<file path="config.mk">
export PLATFORM = sky130hd
export DESIGN_NAME = tmbpf_front
export DESIGN_NICKNAME = d
export VERILOG_FILES = /design/src/sv/tile_map_background_pixel_fetch_assert.svh /design/src/sv/tmbpf_pkg.sv /design/src/sv/tmbpf_front.sv
export SDC_FILE = /design/constraint.sdc
export NUM_CORES = 1
export LEC_CHECK = 0
export BUFFER_PORTS_ARGS = -buffer_cell sky130_fd_sc_hd__buf_2
export CAP_MARGIN = 10
export CORE_MARGIN = 4
export CORE_UTILIZATION = 38
export DETAILED_ROUTE_END_ITERATION = 8
export PLACE_DENSITY = 0.82
export SLEW_MARGIN = 15
export SYNTH_ARGS = -nofsm -noshare
export SYNTH_HDL_FRONTEND = slang
export SYNTH_SLANG_ARGS = --single-unit
</file>
<file path="constraint.sdc">
create_clock -name aclk -period 3.6 [get_ports aclk]
set_clock_uncertainty 0.15 [all_clocks]
set_input_delay 0.18 -clock aclk [delete_from_list [all_inputs] [get_ports aclk]]
set_output_delay 0.18 -clock aclk [all_outputs]
set_load 0.1 [all_outputs]
</file>
<file path="src/sv/tile_map_background_pixel_fetch_assert.svh">
// Assertion macros shared by the tile map background pixel fetch modules.
`ifndef TILE_MAP_BACKGROUND_PIXEL_FETCH_ASSERT_SVH
`define TILE_MAP_BACKGROUND_PIXEL_FETCH_ASSERT_SVH

// Property checked at every clock edge outside reset.
`define TMBPF_ASSERT(label, prop, msg) \
    label: assert property (@(posedge aclk) disable iff (!aresetn) prop) else $error(msg);

// A condition in one cycle implies another condition in the next cycle.
`define TMBPF_ASSERT_NEXT(label, cond, nxt, msg) \
    label: assert property (@(posedge aclk) disable iff (!aresetn) (cond) |=> (nxt)) \
        else $error(msg);

`endif

</file>
<file path="src/sv/tmbpf_pkg.sv">
// Shared types, codes and helpers of the tile map background pixel fetch block.
`default_nettype none

package tmbpf_pkg;

    localparam int VRAM_HALFWORDS_DEF  = 49152;
    localparam int PALETTE_ENTRIES_DEF = 256;
    localparam int QUEUE_DEPTH         = 4;

    localparam int BYTE_ADDR_W = 17;
    localparam int HW_ADDR_W   = 16;
    localparam int CFG_INDEX_W = 2;
    localparam int CFG_DATA_W  = 5;
    localparam int S_DATA_W    = 56;
    localparam int S_USER_W    = 2;
    localparam int M_DATA_W    = 16;
    localparam int M_USER_W    = 1;

    // Request types carried in s_tuser.
    localparam logic [1:0] REQ_VRAM_WR = 2'd0;
    localparam logic [1:0] REQ_PAL_WR  = 2'd1;
    localparam logic [1:0] REQ_PIXEL   = 2'd2;

    // Video modes.
    localparam logic [1:0] MODE_TEXT     = 2'd0;
    localparam logic [1:0] MODE_AFFINE_1 = 2'd1;
    localparam logic [1:0] MODE_AFFINE_2 = 2'd2;

    // Configuration register indexes.
    localparam logic [CFG_INDEX_W-1:0] CFG_VIDEO_MODE = 2'd0;
    localparam logic [CFG_INDEX_W-1:0] CFG_MAP_SIZE   = 2'd1;
    localparam logic [CFG_INDEX_W-1:0] CFG_TILE_BLOCK = 2'd2;
    localparam logic [CFG_INDEX_W-1:0] CFG_MAP_BLOCK  = 2'd3;

    typedef struct packed {
        logic [1:0] video_mode;
        logic [1:0] map_size;
        logic [1:0] tile_block;
        logic [4:0] map_block;
    } cfg_t;

    typedef enum logic [1:0] {
        CMD_VRAM_WR,
        CMD_PAL_WR,
        CMD_PIXEL
    } cmd_t;

    // One classified item as it waits between front and back.
    typedef struct packed {
        cmd_t                 kind;
        logic                 in_map;
        logic                 affine;
        logic [HW_ADDR_W-1:0] map_hw;
        logic                 byte_hi;
        logic [2:0]           fine_x;
        logic [2:0]           fine_y;
        logic [15:0]          wr_addr;
        logic [15:0]          wr_data;
    } qentry_t;

    typedef enum logic [1:0] {
        BK_IDLE,
        BK_MAP,
        BK_TILE,
        BK_PAL
    } back_state_t;

    // Byte address to halfword index, wrapped once around the RAM size.
    // Every address the block forms stays below twice the smallest RAM size.
    function automatic logic [HW_ADDR_W-1:0] wrap_hw(
        input logic [BYTE_ADDR_W-1:0] byte_addr,
        input logic [BYTE_ADDR_W-1:0] limit
    );
        logic [BYTE_ADDR_W-1:0] hw;
        hw = {1'b0, byte_addr[BYTE_ADDR_W-1:1]};
        if (hw >= limit) begin
            hw = hw - limit;
        end
        return hw[HW_ADDR_W-1:0];
    endfunction

endpackage

`default_nettype wire

</file>
<file path="src/sv/tmbpf_front.sv">
// Front end: configuration registers, item intake, classification and map address.
`default_nettype none

module tmbpf_front #(
    parameter int VRAM_HALFWORDS  = tmbpf_pkg::VRAM_HALFWORDS_DEF,
    parameter int PALETTE_ENTRIES = tmbpf_pkg::PALETTE_ENTRIES_DEF
) (
    input  wire logic                                aclk,
    input  wire logic                                aresetn,
    input  wire logic                                cfg_we,
    input  wire logic [tmbpf_pkg::CFG_INDEX_W-1:0]   cfg_index,
    input  wire logic [tmbpf_pkg::CFG_DATA_W-1:0]    cfg_wdata,
    input  wire logic                                s_tvalid,
    output logic                                     s_tready,
    input  wire logic [tmbpf_pkg::S_DATA_W-1:0]      s_tdata,
    input  wire logic [tmbpf_pkg::S_USER_W-1:0]      s_tuser,
    input  wire logic                                q_full,
    output logic                                     push,
    output tmbpf_pkg::qentry_t                       push_entry,
    output logic [1:0]                               tile_block
);

    localparam int BW = tmbpf_pkg::BYTE_ADDR_W;
    localparam logic [BW-1:0] VRAM_LIMIT = BW'(VRAM_HALFWORDS);
    localparam logic [BW-1:0] PAL_LIMIT  = BW'(PALETTE_ENTRIES);

    tmbpf_pkg::cfg_t cfg_reg;
    tmbpf_pkg::cfg_t cfg_next;

    logic [15:0] mem_address;
    logic [15:0] write_data;
    logic [9:0]  pixel_x;
    logic [9:0]  pixel_y;
    logic        accept;
    logic        keep;

    logic [1:0]    screen;
    logic [5:0]    text_upper;
    logic [BW-1:0] text_byte;
    logic          text_inside;
    logic [10:0]   side;
    logic [2:0]    aff_shift;
    logic [BW-1:0] aff_byte;
    logic          aff_inside;
    logic [BW-1:0] map_byte;
    logic          in_map;
    logic          affine;

    always_comb begin
        cfg_next = cfg_reg;
        if (cfg_we) begin
            unique case (cfg_index)
                tmbpf_pkg::CFG_VIDEO_MODE: cfg_next.video_mode = cfg_wdata[1:0];
                tmbpf_pkg::CFG_MAP_SIZE:   cfg_next.map_size   = cfg_wdata[1:0];
                tmbpf_pkg::CFG_TILE_BLOCK: cfg_next.tile_block = cfg_wdata[1:0];
                tmbpf_pkg::CFG_MAP_BLOCK:  cfg_next.map_block  = cfg_wdata[4:0];
                default:                   cfg_next = cfg_reg;
            endcase
        end
    end

    always_ff @(posedge aclk) begin
        if (!aresetn) begin
            cfg_reg <= '0;
        end else begin
            cfg_reg <= cfg_next;
        end
    end

    assign tile_block = cfg_reg.tile_block;

    assign mem_address = s_tdata[15:0];
    assign write_data  = s_tdata[31:16];
    assign pixel_x     = s_tdata[41:32];
    assign pixel_y     = s_tdata[51:42];

    assign s_tready = !q_full;
    assign accept   = s_tvalid && !q_full;

    // Text mode: screens of 256 pixels, one 2 KiB map block each.
    always_comb begin
        screen      = cfg_reg.map_size[0] ? {pixel_y[8], pixel_x[8]} : {1'b0, pixel_y[8]};
        text_upper  = 6'(cfg_reg.map_block) + 6'(screen);
        text_byte   = {text_upper, pixel_y[7:3], pixel_x[7:3], 1'b0};
        text_inside = (cfg_reg.map_size[0] ? !pixel_x[9] : (pixel_x[9:8] == 2'b00)) &&
                      (cfg_reg.map_size[1] ? !pixel_y[9] : (pixel_y[9:8] == 2'b00));
    end

    // Affine mode: square byte map, one byte per 8x8 tile.
    always_comb begin
        side       = 11'd128 << cfg_reg.map_size;
        aff_shift  = 3'd4 + {1'b0, cfg_reg.map_size};
        aff_inside = ({1'b0, pixel_x} < side) && ({1'b0, pixel_y} < side);
        aff_byte   = BW'({cfg_reg.map_block, 11'b0}) + (BW'(pixel_y[9:3]) << aff_shift) +
                     BW'(pixel_x[9:3]);
    end

    always_comb begin
        unique case (cfg_reg.video_mode) inside
            tmbpf_pkg::MODE_TEXT: begin
                map_byte = text_byte;
                in_map   = text_inside;
                affine   = 1'b0;
            end
            tmbpf_pkg::MODE_AFFINE_1, tmbpf_pkg::MODE_AFFINE_2: begin
                map_byte = aff_byte;
                in_map   = aff_inside;
                affine   = 1'b1;
            end
            default: begin
                map_byte = text_byte;
                in_map   = 1'b0;
                affine   = 1'b0;
            end
        endcase
    end

    // Out-of-range writes and the unused request type are dropped here.
    always_comb begin
        push_entry.kind    = tmbpf_pkg::CMD_PIXEL;
        push_entry.in_map  = in_map;
        push_entry.affine  = affine;
        push_entry.map_hw  = tmbpf_pkg::wrap_hw(map_byte, VRAM_LIMIT);
        push_entry.byte_hi = map_byte[0];
        push_entry.fine_x  = pixel_x[2:0];
        push_entry.fine_y  = pixel_y[2:0];
        push_entry.wr_addr = mem_address;
        push_entry.wr_data = write_data;
        unique case (s_tuser)
            tmbpf_pkg::REQ_VRAM_WR: begin
                push_entry.kind = tmbpf_pkg::CMD_VRAM_WR;
                keep            = {1'b0, mem_address} < VRAM_LIMIT;
            end
            tmbpf_pkg::REQ_PAL_WR: begin
                push_entry.kind = tmbpf_pkg::CMD_PAL_WR;
                keep            = {1'b0, mem_address} < PAL_LIMIT;
            end
            tmbpf_pkg::REQ_PIXEL: begin
                keep = 1'b1;
            end
            default: begin
                keep = 1'b0;
            end
        endcase
    end

    assign push = accept && keep;

endmodule

`default_nettype wire

</file>
==> metrics.yaml <==
setup_path:
  critPathCaptureType: "output port"
  critPathMaxFanout: 3
  r2r_start: "cfg_reg[3]"
  crit_top_cell: "ha_1"
  cp.depth: 12
  cp_num_buf_inv: 2
  cp.required_ps: 3270
  path_delay_family: "adder cells"
  crit_path_cell_trace: "mux2_2 > ha_1 > inv_1 > fa_2 > nor4bb_4 > nor3b_1 > a31o_2 > a211o_1 > ha_1 > and2_1 > a41o_4 > buf_12"
  critPathLaunchType: "flip-flop"
  max_stage_delay_ps: 370
  crit_type: "reg2out"
  arrival_ps: 3110
  critPathSlowestCell: "fa_2"
  r2r_cells: 2
  startpoint: "cfg_reg[7]"
synth:
  synth-edff-count: 0
  synth_fa_ha_area_share_pct: 11.90
  synth_compound_area_share_pct: 16.80
  yosysUniqueCellTypes: 47
  synth.yosys.seq_area_share_pct: 11.50
  synth_area_mm2: 0.001914
  synth-async-reset-ratio_pct: 0
  syn_inst: 250
  ys_ff_latch: 11
  muxShareOfSynthArea_pct: 13.20
  synth_flop_cell: "dfxtp_1"
  yosys_warnings: 0
  syn_area_per_cell_um2: 7.657
  synth_top_family_by_area: "buffers and inverters"
  syn_nets: 337
  yosys.area_share.simple_pct: 20.46
  synthXorXnorAreaFrac_pct: 4.052
hold_path:
  hold_depth: 3
  hold_start: "cfg_wdata[2]"
  hp-class: "in2reg"
global_route:
  grt_pass1_vias: 1707
  grt_pass1_wl_mm: 7.672
  track_usage_pct: 14.83
  grt_max_degree: 19
  grt_remaining_overflow: 0
  antenna_found_initial: 0
clock_tree:
  clk_pin_slew_ps: 50
  cts_made_buffers: 3
  clk_path_buf_depth: 2
  cts_sinks: 11
  htree_num_levels: 1
  clock_latency_ps: 240
  cts_tree: "done"
  clock-root-buffer: "clkbuf_8"
place:
  port_buffers: 68
  place.gp.congestion: 0.8795
  place_hpwl_mm: 4.005
  placed_area_mm2: 0.002192
final_layout:
  largest_register_ffs: 9
  final_common_cell: "buf_2"
  final_cell_mix: "buf_2 (63), nand2_1 (18), inv_1 (16), nor2b_1 (16), buf_4 (16)"
  nNetsFinal: 375
  synthToLayoutAreaGrowth_pct: 21.90
  antenna_cells: 0
  utilization_pct: 48.76
  design_area_mm2: 0.002333
  drive_above_1_share_pct: 40.07
  nFillCells: 455
floorplan:
  start_util_pct: 40.00
  rows: 25
  die_width_um: 78.98
  core_region_area_mm2: 0.004786
  ios: 133
  die_area_mm2: 0.006237
  die_y_um: 78.98
sta:
  finalCriticalPeriod_ps: 3439
  fin_crit_sh_pct: 95.52
  fin_tns_setup_ps: 0
  hold_slack_ps: 49.92
  slew_violations: 0
  tightestPinTransition_ps: 836.4
  max_freq_mhz: 290.8
  finalHoldViolCount: 0
  timing.max_slew.rel_slack_pct: 42.80
  finalSetupViolations: 0
power_and_ir_drop:
  leakage_nw: 1.155
  power.density_mw_per_mm2: 283.5
  clkPwrFrac_pct: 18.7
  combPwrFrac_pct: 61.4
  seqPwrFrac_pct: 19.9
  ir_drop_v: 0.0002090
  switching_share_pct: 51.88
  netSwitchingPower_mw: 0.3432
  fin_total_pwr_mw: 0.6615
  p_int_mw: 0.3183
routing:
  ant_nets: 0
  drc: 0
  post_drt_via_cell_ratio: 5.263
  avgRoutedWirePerCell_um: 14.02
  wirelength_mm: 4.964
  firstDrtPassIters: 4
  vias: 1863
  drt-initial-drc-count: 92
flow_run:
  max_cap_viol_count: 0
outcome:
  status: "finished, final reports clean"
-- cells in the mapped netlist, drive strengths merged (5+ instances only) --
library cell,count,area (um2)
o21ai,9,45.04
nor2b,16,100.1
clkbuf,5,18.77
mux2,7,78.83
nand2,18,67.56
ha,15,187.7
dfxtp,11,220.2
mux2i,17,173.9
buf,47,340.3
nand3,9,45.04
inv,17,63.81
nor2,12,45.04
a21oi,14,70.07
-- timing repair --
action | CTS | global route
resized for setup | 0 | 10
hold buffers | 0 | 0
setup buffers | 0 | 7
endpoints found under the setup margin | 0 | 4
-- metrics by stage --
step | instances | setup WS [ps]
after floorplan | 250 | -90.07
after global placement | 343 | 358.8
after detailed placement | 343 | 298.3
after CTS | 347 | 35.44
after global routing | 354 | -1.269
final | 354 | 161.1
-- worst min-delay path, delay by kind of cell --
family / cells / cell delay [ps]
mux: 1 / 50
buf+inv: 1 / 70
simple gates: 1 / 90
-- final timing paths --
path	endpoint	slack, ps
min reg2reg	tile_block[0]	370
max	push_entry[54]	160
max reg2reg	cfg_reg[3]	2630
min	cfg_reg[2]	50
-- area by class of cell --
type	instances	area, um2	area share [%]
clock buffers	4	45.04	1.930
inverters	17	67.56	2.895
multi-input cells	170	1378	59.03
flip-flops and latches	11	221.5	9.491
well taps	67	83.83	3.592
repair buffers	85	538.0	23.06
-- power groups by stage --
stage	registers [mW]	clock network [mW]	logic, mW
global placement	0.133	0	0.392
floorplan	0.131	0	0.471
CTS	0.131	0.127	0.399
global route	0.132	0.133	0.429
detailed placement	0.134	0	0.398
finish	0.132	0.124	0.406
-- kinds of logic (layout without fill, tap and decap cells) --
family | after synthesis | after routing
AO/OA/AOI/OAI | 46 | 46
XOR/XNOR | 8 | 8
adder cells (fa/ha/maj) | 17 | 17
buffers and inverters | 69 | 106
flip-flops | 11 | 11
multiplexers | 24 | 24
AND/OR/NAND/NOR | 75 | 75
-- routing by layer --
layer,global-route usage (%),share of wire (%),up-vias
met1,17.55,42,863
met3,2.834,8.1,14
met5,0,0,-
met4,5.326,1.7,0
met2,26.43,48,79
li1,-,-,907
(Power assumes the default switching activity.)
