===== src/sv/tile_map_background_pixel_fetch_assert.svh =====
// Assertion macros shared by the tile map background pixel fetch modules.
`ifndef TILE_MAP_BACKGROUND_PIXEL_FETCH_ASSERT_SVH
`define TILE_MAP_BACKGROUND_PIXEL_FETCH_ASSERT_SVH

// Property checked at every clock edge outside reset.
`define TMBPF_ASSERT(label, prop, msg) \
    label: assert property (@(posedge aclk) disable iff (!aresetn) prop) else $error(msg);

// A condition in one cycle implies another condition in the next cycle.
`define TMBPF_ASSERT_NEXT(label, cond, nxt, msg) \
    label: assert property (@(posedge aclk) disable iff (!aresetn) (cond) |=> (nxt)) \
        else $error(msg);

`endif


===== src/sv/tmbpf_pkg.sv =====
// Shared types, codes and helpers of the tile map background pixel fetch block.
`default_nettype none

package tmbpf_pkg;

    localparam int VRAM_HALFWORDS_DEF  = 49152;
    localparam int PALETTE_ENTRIES_DEF = 256;
    localparam int QUEUE_DEPTH         = 4;

    localparam int BYTE_ADDR_W = 17;
    localparam int HW_ADDR_W   = 16;
    localparam int CFG_INDEX_W = 2;
    localparam int CFG_DATA_W  = 5;
    localparam int S_DATA_W    = 56;
    localparam int S_USER_W    = 2;
    localparam int M_DATA_W    = 16;
    localparam int M_USER_W    = 1;

    // Request types carried in s_tuser.
    localparam logic [1:0] REQ_VRAM_WR = 2'd0;
    localparam logic [1:0] REQ_PAL_WR  = 2'd1;
    localparam logic [1:0] REQ_PIXEL   = 2'd2;

    // Video modes.
    localparam logic [1:0] MODE_TEXT     = 2'd0;
    localparam logic [1:0] MODE_AFFINE_1 = 2'd1;
    localparam logic [1:0] MODE_AFFINE_2 = 2'd2;

    // Configuration register indexes.
    localparam logic [CFG_INDEX_W-1:0] CFG_VIDEO_MODE = 2'd0;
    localparam logic [CFG_INDEX_W-1:0] CFG_MAP_SIZE   = 2'd1;
    localparam logic [CFG_INDEX_W-1:0] CFG_TILE_BLOCK = 2'd2;
    localparam logic [CFG_INDEX_W-1:0] CFG_MAP_BLOCK  = 2'd3;

    typedef struct packed {
        logic [1:0] video_mode;
        logic [1:0] map_size;
        logic [1:0] tile_block;
        logic [4:0] map_block;
    } cfg_t;

    typedef enum logic [1:0] {
        CMD_VRAM_WR,
        CMD_PAL_WR,
        CMD_PIXEL
    } cmd_t;

    // One classified item as it waits between front and back.
    typedef struct packed {
        cmd_t                 kind;
        logic                 in_map;
        logic                 affine;
        logic [HW_ADDR_W-1:0] map_hw;
        logic                 byte_hi;
        logic [2:0]           fine_x;
        logic [2:0]           fine_y;
        logic [15:0]          wr_addr;
        logic [15:0]          wr_data;
    } qentry_t;

    typedef enum logic [1:0] {
        BK_IDLE,
        BK_MAP,
        BK_TILE,
        BK_PAL
    } back_state_t;

    // Byte address to halfword index, wrapped once around the RAM size.
    // Every address the block forms stays below twice the smallest RAM size.
    function automatic logic [HW_ADDR_W-1:0] wrap_hw(
        input logic [BYTE_ADDR_W-1:0] byte_addr,
        input logic [BYTE_ADDR_W-1:0] limit
    );
        logic [BYTE_ADDR_W-1:0] hw;
        hw = {1'b0, byte_addr[BYTE_ADDR_W-1:1]};
        if (hw >= limit) begin
            hw = hw - limit;
        end
        return hw[HW_ADDR_W-1:0];
    endfunction

endpackage

`default_nettype wire


===== src/sv/tmbpf_queue.sv =====
// Short queue of classified items between the front and the back.
`default_nettype none
`include "tile_map_background_pixel_fetch_assert.svh"

module tmbpf_queue (
    input  wire logic               aclk,
    input  wire logic               aresetn,
    input  wire logic               push,
    input  tmbpf_pkg::qentry_t      push_entry,
    output logic                    full,
    input  wire logic               pop,
    output logic                    head_valid,
    output tmbpf_pkg::qentry_t      head
);

    localparam int DEPTH = tmbpf_pkg::QUEUE_DEPTH;
    localparam int PW    = $clog2(DEPTH);
    localparam int CW    = $clog2(DEPTH + 1);
    localparam logic [CW-1:0] DEPTH_CNT = CW'(DEPTH);

    tmbpf_pkg::qentry_t entries [DEPTH];

    logic [PW-1:0] wr_ptr_reg;
    logic [PW-1:0] wr_ptr_next;
    logic [PW-1:0] rd_ptr_reg;
    logic [PW-1:0] rd_ptr_next;
    logic [CW-1:0] count_reg;
    logic [CW-1:0] count_next;

    assign full       = count_reg == DEPTH_CNT;
    assign head_valid = count_reg != '0;
    assign head       = entries[rd_ptr_reg];

    always_comb begin
        wr_ptr_next = push ? wr_ptr_reg + 1'b1 : wr_ptr_reg;
        rd_ptr_next = pop ? rd_ptr_reg + 1'b1 : rd_ptr_reg;
        count_next  = count_reg;
        if (push && !pop) begin
            count_next = count_reg + 1'b1;
        end else if (pop && !push) begin
            count_next = count_reg - 1'b1;
        end
    end

    always_ff @(posedge aclk) begin
        if (!aresetn) begin
            wr_ptr_reg <= '0;
            rd_ptr_reg <= '0;
            count_reg  <= '0;
        end else begin
            wr_ptr_reg <= wr_ptr_next;
            rd_ptr_reg <= rd_ptr_next;
            count_reg  <= count_next;
        end
    end

    always_ff @(posedge aclk) begin
        if (push) begin
            entries[wr_ptr_reg] <= push_entry;
        end
    end

    `TMBPF_ASSERT(a_count_bound, count_reg <= DEPTH_CNT, "queue count exceeds depth")
    `TMBPF_ASSERT_NEXT(a_count_up, push && !pop, count_reg == $past(count_reg) + 1'b1, "queue count missed a push")
    `TMBPF_ASSERT(a_pop_nonempty, pop |-> head_valid, "pop from empty queue")

endmodule

`default_nettype wire


===== config.mk =====
export PLATFORM = sky130hd
export DESIGN_NAME = tmbpf_queue
export DESIGN_NICKNAME = d
export VERILOG_FILES = /design/src/sv/tmbpf_pkg.sv /design/src/sv/tmbpf_queue.sv
export VERILOG_INCLUDE_DIRS = /design/src /design/src/sv
export SDC_FILE = /design/constraint.sdc
export NUM_CORES = 1
export LEC_CHECK = 0
export BUFFER_PORTS_ARGS = -buffer_cell sky130_fd_sc_hd__buf_2
export CORE_ASPECT_RATIO = 0.6
export CORE_MARGIN = 8
export CORE_UTILIZATION = 30
export CTS_BUF_LIST = sky130_fd_sc_hd__clkbuf_4 sky130_fd_sc_hd__clkbuf_8 sky130_fd_sc_hd__clkbuf_16
export CTS_CLUSTER_SIZE = 28
export DETAILED_ROUTE_END_ITERATION = 10
export HOLD_SLACK_MARGIN = 0.03
export PLACE_DENSITY = 0.47
export SKIP_LAST_GASP = 1
export SLEW_MARGIN = 20
export SYNTH_ARGS = -nofsm -noshare
export SYNTH_HDL_FRONTEND = slang
export SYNTH_SLANG_ARGS = --single-unit
export TNS_END_PERCENT = 10

===== constraint.sdc =====
create_clock -name aclk -period 2.4 [get_ports aclk]
set_input_delay 0.24 -clock aclk [delete_from_list [all_inputs] [get_ports aclk]]
set_output_delay 0.24 -clock aclk [all_outputs]
set_load 0.02 [all_outputs]

==> flow_summary.json, run 1 <==
{
  "finalCritPeriodShare_pct": 90.4,
  "drv_slew": 0,
  "critPathCapture": "head[19]",
  "yosys_warnings": 0,
  "crit_fanout": 30,
  "synth_nets": 421,
  "dr.first_iter.drc_count": 161,
  "setup_tns_ps": 0,
  "track_usage_pct": 10.5,
  "ys_types": 21,
  "io_pins": 124,
  "slew_headroom_pct": 69.8,
  "cts_resized": 0,
  "status": "completed",
  "p_leak_nw": 3.93,
  "path_class": "register to output pin",
  "fin_skew_ps": 16.1,
  "die_area_um2": 35900,
  "initial_core_util_pct": 30.2,
  "drive_gt1_share_pct": 41.5,
  "cts_buffers": 25,
  "die_h_um": 150,
  "gr-total-overflow": 0,
  "synth_area_leader_cell": "edfxtp_1",
  "die_w_um": 239,
  "synthCells": 352,
  "synthArstFlopShare_pct": 0,
  "path_clk_slew_ps": 60,
  "timing.rr.start": "wr_ptr_reg[0]",
  "grt_start_max_net_pins": 36,
  "wire_per_inst_um": 19.0,
  "cap_violations": 0,
  "synth_edf_count": 236,
  "cts_tree": "done",
  "rows": 49,
  "antenna_found_initial": 2,
  "ys_ff_latch": 245,
  "synth_area_per_cell_um2": 25.5,
  "finalSetupViolations": 0,
  "end_kind": "output pin",
  "ir_drop_mv": 0.388,
  "largest_reg_flops": 236,
  "nets": 630,
  "netlist_top_cells_count": "edfxtp_1 (236), mux4_2 (59), and2_1 (9), dfxtp_1 (9), ha_1 (5)",
  "worstRegToRegCells": 4,
  "reg2reg_slack_ps": 720,
  "netlist.area_leader.share_pct": 79.0,
  "startpoint_type": "register",
  "power_density_nw_per_um2": 849,
  "via_count": 4288,
  "cts_htree_levels": 1,
  "final_cell_area_um2": 11600,
  "rsz0062_at_grt": "no",
  "tightest_slew_ps": 452,
  "fin_crit_ps": 2170,
  "hpwl_um": 11500,
  "grt_pass1_wl_um": 29000,
  "top_layer_used": "met4",
  "clockBufferDepth": 3,
  "drc": 0,
  "worstSkewPairLatency_ps": 510,
  "synth_most_common_cell": "edfxtp_1",
  "cts.sinks": 245,
  "route.met2.wl_um": 9390,
  "io_buffer_count": 123,
  "arrival_ps": 1930,
  "clockRootBuffer": "clkbuf_16",
  "drtAntennaViolNets": 0,
  "syn_to_final_growth_pct": 29.0,
  "grt_pass1_vias": 4930,
  "fmax_ghz": 0.461,
  "met3_length_um": 1120,
  "vias_per_cell": 4.34,
  "drt-total-wl_um": 18800,
  "finalNonFillerCells": 989,
  "synth.cell_area_um2": 8970,
  "dp.cells": 882,
  "required_ps": 2160,
  "dr.pass1.iters": 4,
  "yosys-top-cells-area": "edfxtp_1 (79%), mux4_2 (15%), dfxtp_1 (2.0%)",
  "place.gp.congestion": 0.639,
  "hp-class": "primary input to register",
  "place_area_um2": 10200,
  "postSynth.topFlopCell": "edfxtp_1",
  "core_um2": 29700,
  "drt-met1-wl_um": 7930,
  "seq_area_frac_synth_pct": 81.0,
  "finalHoldViolCount": 0,
  "rr_endpoint": "entries[2][14]"
}
## critical path, stage by stage (launching register included)
cell	delay, ps
dfxtp_4	370
buf_12	260
mux4_2	580
buf_2	180
## worst min-delay path by stage
stage	to	cells past startpoint	slack [ps]	start
after floorplan	entries[0][0]	0	340	push_entry[0]
after global placement	entries[0][27]	1	450	push_entry[27]
after detailed placement	entries[1][58]	1	460	push_entry[58]
after CTS	rd_ptr_reg[0]	3	80	pop
after global routing	rd_ptr_reg[0]	3	100	pop
final	rd_ptr_reg[0]	3	110	pop
## cell type report
type                    instances  area, µm²
flip-flops and latches        245       7270
multi-input cells              89       1590
clock buffers                  29        656
repair buffers                196       1400
clock inverters                16        126
well taps                     408        510
inverters                       4       15.0
diodes                          2       5.00
fillers                      2747      18100
## placed cells by master, fill, tap and decap left out, types with 2 or more instances in the layout
cell,instances
edfxtp_1,236
buf_4,6
and2_1,5
nor2b_1,2
diode_2,2
clkinv_1,6
xor2_1,3
ha_1,5
mux4_2,59
dlygate4sd3_1,60
dfxtp_4,2
bufinv_16,2
and2_4,4
clkbuf_16,25
clkbuf_4,4
inv_1,4
buf_12,7
or3_1,2
clkinv_2,7
buf_2,123
dfxtp_1,7
xnor2_1,2
mux2i_1,2
## kinds of logic (layout without fill, tap and decap cells)
group	count (synthesis)	count (layout)	share of synthesized area (%)
AO/OA/AOI/OAI	2	2	0.139
adder cells (fa/ha/maj)	6	6	0.920
multiplexers	61	61	15.0
flip-flops	245	245	81.0
other	0	2	0
AND/OR/NAND/NOR	15	15	1.03
XOR/XNOR	5	5	0.488
buffers and inverters	18	245	1.41
## per-stage QoR
step / setup slack (ps) / power (W) / hold WS (ps) / util, %
after global placement: 675 / 0.00615 / 448 / 34.3
after CTS: 172 / 0.0100 / 75.6 / 39.0
final: 230 / 0.00983 / 108 / 39.0
after global routing: 142 / 0.0102 / 102 / 39.0
after floorplan: 42.8 / 0.00574 / 339 / -
after detailed placement: 593 / 0.00618 / 457 / 34.3
## what timing repair did
item,CTS,global route
buffers inserted,0,0
endpoints found under the hold margin,241,0
hold buffers,60,0
## layer usage
metal / GRT usage [%] / vias to the layer above
li1: - / 1911
met1: 12.8 / 2226
met2: 18.3 / 122
met3: 3.40 / 29
met4: 2.16 / 0
met5: 0 / -
## report_power, final
group	switching [W]	internal, W
clock	0.00154	0.00217
combinational	0.000651	0.000507
sequential	0.0000560	0.00491
(Power assumes the default switching activity.)
==> run 2: changes to the inputs <==
--- a/config.mk
+++ b/config.mk
@@ -7,7 +7,6 @@
 export NUM_CORES = 1
 export LEC_CHECK = 0
 export BUFFER_PORTS_ARGS = -buffer_cell sky130_fd_sc_hd__buf_2
-export CORE_ASPECT_RATIO = 0.6
 export CORE_MARGIN = 8
 export CORE_UTILIZATION = 30
 export CTS_BUF_LIST = sky130_fd_sc_hd__clkbuf_4 sky130_fd_sc_hd__clkbuf_8 sky130_fd_sc_hd__clkbuf_16
==> run 2 against run 1 <==
Flip-flop and latch count did not move; utilization rose by 0.45 points; setup slack got worse by 31 ps; via count fell by 0.14%; clock power rose by 13%; sequential power barely moved; combinational power barely moved; critical path depth did not move; largest cell class unchanged; largest power group unchanged.
==> flow_summary.json, run 2 (synthesis gave the netlist of run 1 again) <==
{
  "drive_gt1_share_pct": 41.9,
  "initial_core_util_pct": 30.4,
  "drtAntennaViolNets": 0,
  "dr.first_iter.drc_count": 121,
  "path_clk_slew_ps": 60,
  "finalSetupViolations": 0,
  "finalCritPeriodShare_pct": 91.7,
  "cp_slowest_cell": "mux4_2",
  "reg2reg_slack_ps": 740,
  "die_area_um2": 35700,
  "cts_tree": "done",
  "wire_per_inst_um": 19.0,
  "power_density_nw_per_um2": 882,
  "arrival_ps": 1960,
  "antenna_found_initial": 1,
  "drv_slew": 0,
  "cts_htree_levels": 1,
  "vias_per_cell": 4.40,
  "cts.sinks": 245,
  "cts_buffers": 28,
  "finalHoldViolCount": 0,
  "timing.rr.start": "wr_ptr_reg[0]",
  "worstRegToRegCells": 4,
  "layout_common_cells": "edfxtp_1 (236), buf_2 (123), dlygate4sd3_1 (60)",
  "clockBufferDepth": 3,
  "grt_start_max_net_pins": 60,
  "startpoint_type": "register",
  "dr.pass1.iters": 4,
  "rsz0062_at_grt": "no",
  "status": "completed",
  "seqCellArea_um2": 7270,
  "nets": 629,
  "drt-total-wl_um": 18500,
  "die_h_um": 189,
  "grt_pass1_wl_um": 28700,
  "slew_headroom_pct": 69.7,
  "rows": 63,
  "dp.cells": 860,
  "p_leak_nw": 3.97,
  "fill_cells": 2679,
  "hp-class": "primary input to register",
  "multi_input_comb_area_um2": 1590,
  "cap_violations": 0,
  "track_usage_pct": 10.3,
  "finalNonFillerCells": 973,
  "setup_tns_ps": 0,
  "worst_slack_ps": 199,
  "io_pins": 124,
  "ir_drop_mv": 0.437,
  "critPathMaxStageDelay_ps": 580,
  "pre_cts_slack_ps": 634,
  "end_kind": "output pin",
  "crit_fanout": 31,
  "gr-total-overflow": 0,
  "required_ps": 2160,
  "worstSkewPairLatency_ps": 520,
  "clockRootBuffer": "clkbuf_16",
  "fin_crit_ps": 2200,
  "syn_to_final_growth_pct": 30.0,
  "fin_skew_ps": 5.47,
  "place.gp.congestion": 0.678,
  "largest_reg_flops": 236,
  "path_class": "register to output pin",
  "grt_pass1_vias": 4928,
  "path_cells": "buf_12 > mux4_2 > buf_2",
  "io_buffer_count": 123,
  "rr_endpoint": "entries[2][11]",
  "tightest_slew_ps": 455,
  "critPathCapture": "head[25]",
  "drc": 0,
  "die_w_um": 189,
  "via_count": 4282,
  "layout.cells.most_common": "edfxtp_1",
  "fmax_ghz": 0.454,
  "core_um2": 29600,
  "hpwl_um": 10600
}
## run 2: repair_timing
item                      in CTS  in global routing
setup buffers                  0                  0
gates resized for setup        0                  0
hold endpoints to repair     245                  0
hold buffers                  60                  0
## run 2: area by class of cell
type | count | area share [%]
sequential | 245 | 62.4
clock buffer | 29 | 6.22
antenna | 1 | 0.0215
multi-input combinational | 89 | 13.6
tap | 390 | 4.18
clock inverter | 23 | 1.71
timing repair buffer | 192 | 11.8
inverter | 4 | 0.129
## run 2: stage by stage
step,total power (W),util [%],hold slack [ps],instance area (µm²)
2_1_floorplan,0.00574,-,339,8970
3_3_place_gp,0.00614,34.3,449,10100
3_5_place_dp,0.00617,34.3,456,10100
4_1_cts,0.0105,39.5,54.7,11700
5_1_grt,0.0107,39.5,72.2,11700
6_report,0.0103,39.5,87.8,11700
## run 2: worst min-delay path by stage
stage	from	endpoint	slack, ps	cells after the start
after global placement	push_entry[17]	entries[3][17]	450	1
after global routing	pop	rd_ptr_reg[0]	70	3
after detailed placement	push_entry[2]	entries[0][2]	460	1
after floorplan	push_entry[0]	entries[0][0]	340	0
after CTS	pop	register	50	3
final	pop	register	90	3
## run 2: report_power, final
part,total (W),internal [W],switching [W],leakage (nW)
Combinational,0.00114,0.000504,0.000635,1.27
Clock,0.00417,0.00252,0.00165,0.456
Sequential,0.00498,0.00491,0.0000672,2.24
Total,0.0103,0.00793,0.00236,3.97
## run 2: metal layers
metal | vias to the layer above | wire length (µm) | part of all wire, % | track usage, %
met5 | - | 0 | 0 | 0
met4 | 0 | 308 | 1.7 | 2.68
met3 | 32 | 1370 | 7.4 | 3.53
met2 | 109 | 8890 | 48 | 17.0
met1 | 2230 | 7930 | 43 | 12.9
li1 | 1911 | - | - | -
## run 2: critical path: cells and delay by family (launching register included)
kind | cells | cell delay, ps
mux | 1 | 580
flops | 1 | 370
buf+inv | 2 | 430
